==> config.mk <==
export PLATFORM = sky130hd
export DESIGN_NAME = hmwc_scan
export DESIGN_NICKNAME = d
export VERILOG_FILES = /design/src/rtl/hmwc_pkg.sv /design/src/rtl/hmwc_scan.sv
export SDC_FILE = /design/constraint.sdc
export NUM_CORES = 1
export LEC_CHECK = 0
export ABC_AREA = 0
export BUFFER_PORTS_ARGS = -buffer_cell sky130_fd_sc_hd__buf_2
export CAP_MARGIN = 10
export CORE_MARGIN = 3
export CORE_UTILIZATION = 60
export CTS_CLUSTER_DIAMETER = 60
export DETAILED_ROUTE_END_ITERATION = 8
export PLACE_DENSITY = 0.9
export SLEW_MARGIN = 5
export SYNTH_ARGS = -nofsm -noshare
export SYNTH_HDL_FRONTEND = slang
export SYNTH_SLANG_ARGS = --single-unit
==> constraint.sdc <==
create_clock -name clk_i -period 5.3 [get_ports clk_i]
set_clock_uncertainty 0.2 [all_clocks]
set_input_delay 0.795 -clock clk_i [delete_from_list [all_inputs] [get_ports clk_i]]
set_output_delay 0.795 -clock clk_i [all_outputs]
set_load 0.01 [all_outputs]
==> src/rtl/hmwc_pkg.sv <==
// ----------------------------------------------------------------------------
// hmwc_pkg
// Shared types and constants for the host mask width checker.
// ----------------------------------------------------------------------------
package hmwc_pkg;

  localparam int unsigned SymW     = 8;
  localparam int unsigned BitsW    = 6;
  localparam int unsigned DotsW    = 3;
  localparam int unsigned CfgDataW = 6;

  // Register indexes of the configuration port.
  typedef enum logic {
    REG_MIN_IP_BITS   = 1'b0,
    REG_MIN_HOST_DOTS = 1'b1
  } reg_idx_e;

  typedef enum logic [1:0] {
    VERDICT_APPROVED    = 2'd0,
    VERDICT_OVERRIDABLE = 2'd1,
    VERDICT_REJECTED    = 2'd2
  } verdict_e;

  // Characters of interest.
  localparam logic [SymW-1:0] CHAR_DOT   = 8'h2E;
  localparam logic [SymW-1:0] CHAR_STAR  = 8'h2A;
  localparam logic [SymW-1:0] CHAR_QUEST = 8'h3F;
  localparam logic [SymW-1:0] CHAR_SLASH = 8'h2F;
  localparam logic [SymW-1:0] CHAR_ZERO  = 8'h30;
  localparam logic [SymW-1:0] CHAR_NINE  = 8'h39;

  localparam logic [BitsW-1:0] BitsPerField = 6'd8;
  localparam logic [BitsW-1:0] FullPrefix   = 6'd32;
  localparam logic [BitsW-1:0] BitsMax      = 6'd63;
  localparam logic [DotsW-1:0] QuadDots     = 3'd3;
  localparam logic [DotsW-1:0] DotMax       = 3'd7;

  // Scan state carried from one character to the next.
  typedef struct packed {
    logic             wild_last_field;
    logic             wild_prev_field;
    logic             has_wild;
    logic             still_ip;
    logic             suffix_mode;
    logic             rejected;
    logic [DotsW-1:0] dot_count;
    logic [BitsW-1:0] prefix_bits;
  } hmwc_state_t;

  localparam hmwc_state_t StateReset = '{
    wild_last_field: 1'b0,
    wild_prev_field: 1'b0,
    has_wild:        1'b0,
    still_ip:        1'b1,
    suffix_mode:     1'b0,
    rejected:        1'b0,
    dot_count:       '0,
    prefix_bits:     '0
  };

  // Add with saturation at the top of the prefix counter.
  function automatic logic [BitsW-1:0] add_sat(input logic [BitsW-1:0] a,
                                               input logic [BitsW-1:0] b);
    logic [BitsW:0] s;
    s = {1'b0, a} + {1'b0, b};
    return s[BitsW] ? BitsMax : s[BitsW-1:0];
  endfunction

endpackage

==> src/rtl/hmwc_scan.sv <==
// ----------------------------------------------------------------------------
// hmwc_scan
// Scan state register, updated by one mask character per request.
// ----------------------------------------------------------------------------
module hmwc_scan (
  input  logic                      clk_i,
  input  logic                      rst_ni,
  input  logic                      take_i,
  input  logic [hmwc_pkg::SymW-1:0] symbol_i,
  input  logic                      end_of_mask_i,
  output hmwc_pkg::hmwc_state_t     state_o
);
  import hmwc_pkg::*;

  hmwc_state_t st_q, st_d;
  logic        is_digit;
  logic [8:0]  suffix_val;

  assign is_digit   = (symbol_i >= CHAR_ZERO) && (symbol_i <= CHAR_NINE);
  // Digit value is the low nibble for '0' through '9'.
  assign suffix_val = {3'b000, st_q.prefix_bits} * 9'd10 + {5'b00000, symbol_i[3:0]};

  always_comb begin
    st_d = st_q;
    if (take_i) begin
      if (end_of_mask_i) begin
        st_d = StateReset;
      end else if (!st_q.rejected) begin
        if (st_q.suffix_mode) begin
          if (!is_digit) begin
            st_d.rejected = 1'b1;
          end else if (suffix_val > {3'b000, FullPrefix}) begin
            st_d.rejected    = 1'b1;
            st_d.prefix_bits = FullPrefix + 6'd1;
          end else begin
            st_d.prefix_bits = suffix_val[BitsW-1:0];
          end
        end else if (symbol_i == CHAR_DOT) begin
          st_d.wild_prev_field = st_q.wild_last_field;
          st_d.wild_last_field = 1'b0;
          if (st_q.dot_count != DotMax) begin
            st_d.dot_count = st_q.dot_count + 3'd1;
          end
          if (st_q.still_ip && !st_q.has_wild) begin
            st_d.prefix_bits = add_sat(st_q.prefix_bits, BitsPerField);
          end
        end else if (symbol_i == CHAR_STAR || symbol_i == CHAR_QUEST) begin
          st_d.wild_last_field = 1'b1;
          st_d.has_wild        = 1'b1;
        end else if (symbol_i == CHAR_SLASH) begin
          if (st_q.dot_count != QuadDots || !st_q.still_ip || st_q.has_wild) begin
            st_d.rejected = 1'b1;
          end else begin
            st_d.suffix_mode = 1'b1;
            st_d.prefix_bits = '0;
          end
        end else if (!is_digit) begin
          st_d.still_ip    = 1'b0;
          st_d.prefix_bits = '0;
        end
      end
    end
  end

  always_ff @(posedge clk_i or negedge rst_ni) begin
    if (!rst_ni) begin
      st_q <= StateReset;
    end else begin
      st_q <= st_d;
    end
  end

  assign state_o = st_q;

endmodule

==> results of run 1 <==
-- layout make-up --
type,instances,area (sq um),area share [%]
Timing Repair Buffer,26,130,7.83
Clock buffer,4,26.3,1.58
Inverter,11,41.3,2.48
Sequential cell,15,377,22.6
Multi-Input combinational cell,145,1050,63.4
Tap cell,28,35.0,2.11
-- worst max-delay path, cell delays in order (launching register included) --
cell	delay, ps
dfrtp_1	460
ha_1	330
ha_1	230
fa_1	400
xor2_1	390
nand3_2	190
a211oi_1	250
a21oi_1	70
o21ai_0	230
and3b_2	290
o21ai_1	60
-- kinds of logic (layout without fill, tap and decap cells) --
| group | count (synthesis) | in the layout | share of synthesized area (%) |
|---|---|---|---|
| compound gates | 59 | 59 | 26.6 |
| flops | 15 | 15 | 24.9 |
| buf+inv | 17 | 41 | 5.38 |
| fa+ha+maj | 17 | 17 | 15.1 |
| xor+xnor | 7 | 7 | 4.55 |
| simple gates | 62 | 62 | 23.5 |
-- final timing paths --
path | startpoint | to
worst max register to register | state_o[1] | state_o[9]
max in group asynchronous | rst_ni | state_o[11]
worst min-delay path | rst_ni | state_o[0]
worst min register to register | state_o[7] | state_o[7]
min in group clk_i | state_o[7] | state_o[7]
worst max-delay path | state_o[1] | state_o[9]
-- power breakdown --
part | leakage (nW) | switching (W) | internal (W)
Combinational | 0.627 | 0.0000327 | 0.0000212
Clock | 0.0150 | 0.0000364 | 0.0000292
Sequential | 0.199 | 0.00000662 | 0.000122
Total | 0.841 | 0.0000757 | 0.000173
-- through the flow --
step	cell area (sq um)	total power, W	util (%)	instances	worst slack [ps]
global placement	1640	0.000182	71.2	225	2090
global route	1660	0.000262	72.4	229	1930
CTS	1660	0.000249	72.4	229	2120
floorplan	1510	0.000164	-	177	2350
detailed placement	1640	0.000185	71.2	225	1980
finish	1660	0.000249	72.4	229	2090
-- metal layers --
layer	share of wire (%)	track usage [%]	routed length (um)	vias to the layer above
met3	5.4	1.39	192	6
met5	0	0	0	-
li1	-	-	-	699
met2	51	40.9	1830	50
met1	42	30.2	1500	674
met4	1.0	7.80	37	0
-- cell usage after synthesis, drive strengths merged (5+ instances only) --
library cell / number
o21ai: 20
nand2: 17
ha: 15
dfrtp: 14
nor2: 14
a21oi: 11
inv: 11
nand3: 7
a21o: 5
and3: 5
nor3: 5
==> metrics.csv, run 1 <==
metric;value;unit
worst-margin pin slew;580;ps
EDFF count, synth;0;
most common cell after layout, fill and taps aside;buf_2;
Yosys top cell area share;23.2;%
Max-slew headroom;61.0;%
DIE HEIGHT;56.2;um
Layout fillers;190;
CP Launch Type;register;
CTS tree;yes;
WL/cell;15.5;um
die area;3160;sq um
maximum VDD drop;173;uV
Synth area leader;dfrtp_1;
share of layout cells above drive strength 1;21.4;%
Congestion Overflow GR;0;
# IOs;27;
Cell variety after synth;52;
clock root cell;clkbuf_4;
DR iter-0 viols;107;
Mapped Area;1510;sq um
H-tree levels;1;
Hold Slack;199;ps
via count;1429;
sequential cell area fraction in the yosys report;24.9;%
Final nets;231;
Die W;56.2;um
final wirelength;3560;um
Peak Freq;311;MHz
core area;2300;sq um
Synth Instances;177;
largest fanout on the critical path;5;
initial antenna violation count;0;
Reg2Reg Setup Slack;2090;ps
GPL Wtd Cong;0.895;
Setup violations, final;0;
Req. time, crit path;5270;ps
initial core utilization;65.8;%
# Max-Cap Violations;0;
clock sink total;15;
ys flop type;dfrtp_1;
largest net degree at the start of global routing;16;
DRT antenna net count;0;
vias in the first global route;1364;
dpl hpwl;2820;um
TritonCTS Buffers;3;
Clock Path Buffers;2;
Fin Setup TNS;0;ps
area delta synth->final;10.0;%
Synth Warn #;0;
max reg flops;15;
RSZ-0062 raised after global routing;no;
Syn Nets;206;
fin crit period;3210;ps
final number of hold-violating endpoints;0;
Power Dens Cells;149;nW/um^2
cts repair resizes;0;
Area contributors post-synth;dfrtp_1 23%, ha_1 12%, nand2_1 4.2%;
Total GRT Usage;23.3;%
antenna diode count;0;
CP Class;register to register;
WP data arrival;3180;ps
# DRC;0;
async set-reset flop share out of synthesis;100;%
routed vias/inst;6.24;
num rows;17;
port bufs;26;
status;completed;
Hold Buf Count CTS;0;
max-slew violations;0;
worst-case reg-to-reg path depth;10;
part of the cycle the worst path needs;60.6;%
global-route wire length before repair;6060;um
most frequent cells in the layout;26 x buf_2, 17 x nand2_1, 15 x ha_1;
Yosys reg bits;15;
insertion delay to the later sink of the worst-skew pair;280;ps
Tightest Hold Check Type;input pin to async pin;
post-synthesis average cell area;8.54;sq um
Post-CTS Setup Repair Bufs;0;
clock slew at reported path FFs;90;ps
leakage power figure;0.841;nW
Critical Path Sink Type;register;
drt pass-1 iters;4;
Power figures use the tool's default switching activity.
==> run 2, diff against run 1 <==
Settings changed: CORE_UTILIZATION 60 to 50, PLACE_DENSITY 0.9 to 0.81.
Clock period 5.3 ns to 2.7 ns, I/O delays scaled along.
==> metrics.csv, run 2 (same netlist as run 1, synthesis figures left out) <==
metric;value;unit
status;finished, violations left;
failing checks;setup timing;
overall power;0.000497;W
area delta synth->final;25.1;%
Power Dens Cells;263;nW/um^2
initial antenna violation count;0;
# IOs;27;
final wirelength;3930;um
Req. time, crit path;2680;ps
# Max-Cap Violations;0;
TritonCTS Buffers;3;
most frequent CP cell;ha_4;
DRT antenna net count;0;
WP data arrival;2840;ps
antenna diode count;0;
clock root cell;clkbuf_4;
CP startpoint;state_o[1];
WL/cell;15.8;um
final number of hold-violating endpoints;0;
Top delay family on crit path;adder cells;
Congestion Overflow GR;0;
worst-case reg-to-reg path depth;11;
switching share of power;31.3;%
# DRC;0;
global-route wire length before repair;6540;um
GPL Wtd Cong;0.908;
drt pass-1 iters;4;
Reg power frac;51.1;%
DR iter-0 viols;70;
DIE HEIGHT;61.0;um
max-slew violations;0;
routed vias/inst;6.03;
most common cell after layout, fill and taps aside;buf_2;
CP Class;register to register;
largest net degree at the start of global routing;16;
CP bufs+invs;1;
fin crit period;2860;ps
Critical Path Sink Type;register;
Design Area, Final;1890;sq um
H-tree levels;1;
leakage power figure;0.911;nW
combinational share of power;22.5;%
slowest CP cell;dfrtp_1;
Final nets;247;
max reg flops;15;
largest fanout on the critical path;7;
Hold Path Depth;2;
Max stage delay on crit path;420;ps
port bufs;26;
Setup violations, final;7;
num rows;19;
Hold Slack;257;ps
initial core utilization;53.4;%
worst setup slack after layout;-163;ps
clock sink total;15;
Fin Setup TNS;-834;ps
Tightest Hold Check Type;input pin to register;
maximum VDD drop;229;uV
Layout fillers;230;
clock network power share;26.4;%
Reg2Reg Setup Slack;-160;ps
RSZ-0062 raised after global routing;yes;
Max-slew headroom;65.0;%
Clock Path Buffers;2;
die area;3720;sq um
reg2reg end;state_o[0];
Total GRT Usage;23.6;%
core area;2830;sq um
CP endpoint;state_o[0];
clock slew at reported path FFs;90;ps
dpl hpwl;3090;um
Psw;0.000156;W
share of layout cells above drive strength 1;33.2;%
instance count on the critical path;11;
via count;1495;
Worst R2R Start;state_o[1];
worst-margin pin slew;526;ps
most frequent cells in the layout;26 x buf_2, 17 x nand2_1, 15 x buf_4;
CP Launch Type;register;
P_int;0.000341;W
insertion delay to the later sink of the worst-skew pair;290;ps
Die W;61.0;um
part of the cycle the worst path needs;106;%
CP cell instances;ha_4 > ha_4 > fa_2 > a21o_1 > a21oi_2 > xor2_2 > xnor2_2 > o41ai_4 > buf_4 > and4b_1 > o21ai_1;
Placed Area;1750;sq um
vias in the first global route;1488;
CTS tree;yes;
Peak Freq;349;MHz
[run 2: cell count changes in the layout (fill, tap and decap cells not counted), sizes merged]
cell / delta
buf: +15
clkbuf: -1
clkinv: +1
dlygate4sd3: +1
[run 2: worst min path at each step]
stage	start	endpoint	slack, ps
final	take_i	state_o[10]	260
after global routing	take_i	state_o[10]	280
after CTS	take_i	state_o[10]	240
after detailed placement	rst_ni	state_o[6]	130
after global placement	rst_ni	state_o[6]	120
after floorplan	rst_ni	state_o[0]	-90
[run 2: power groups by stage]
stage / Sequential, W / Combinational [W] / Clock [W]
2_1_floorplan: 0.000264 / 0.0000585 / 0
3_3_place_gp: 0.000257 / 0.000104 / 0
3_5_place_dp: 0.000258 / 0.000109 / 0
4_1_cts: 0.000254 / 0.000112 / 0.000136
5_1_grt: 0.000256 / 0.000126 / 0.000145
6_report: 0.000254 / 0.000112 / 0.000131
[run 2: final cells by class]
type | count | area, sq um | area share [%]
Clock buffer | 3 | 22.5 | 1.19
Clock inverter | 1 | 5.00 | 0.265
Inverter | 11 | 41.3 | 2.18
Multi-Input combinational cell | 145 | 1150 | 60.9
Sequential cell | 15 | 379 | 20.1
Tap cell | 31 | 38.8 | 2.05
Timing Repair Buffer | 42 | 253 | 13.4
[run 2: repair_timing]
item / in CTS / in global routing
pin swaps: 1 / 6
setup endpoints to repair: 7 / 7
resized for setup: 2 / 9
buffers inserted: 2 / 1
hold buffers: 1 / 0
hold endpoints to repair: 14 / 0
[run 2: per-stage QoR]
stage	cells	setup WS [ps]	utilization [%]
finish	248	-163	66.8
global placement	241	-138	61.9
CTS	248	-232	64.4
global route	248	-272	66.8
floorplan	177	-154	-
detailed placement	241	-256	61.9
[run 2: metal layers]
layer / GRT usage (%) / wire, um
met2: 43.5 / 2110
met3: 2.34 / 143
met5: 0 / 0
met4: 8.36 / 61
met1: 28.3 / 1610
[run 2: worst reg2reg max path, stage by stage (launching register included)]
cell and delay (ps):
dfrtp_1 420, ha_4 260, ha_4 160, fa_2 360, a21o_1 200, a21oi_2 180
xor2_2 220, xnor2_2 100, o41ai_4 200, buf_4 190, and4b_1 200, o21ai_1 60
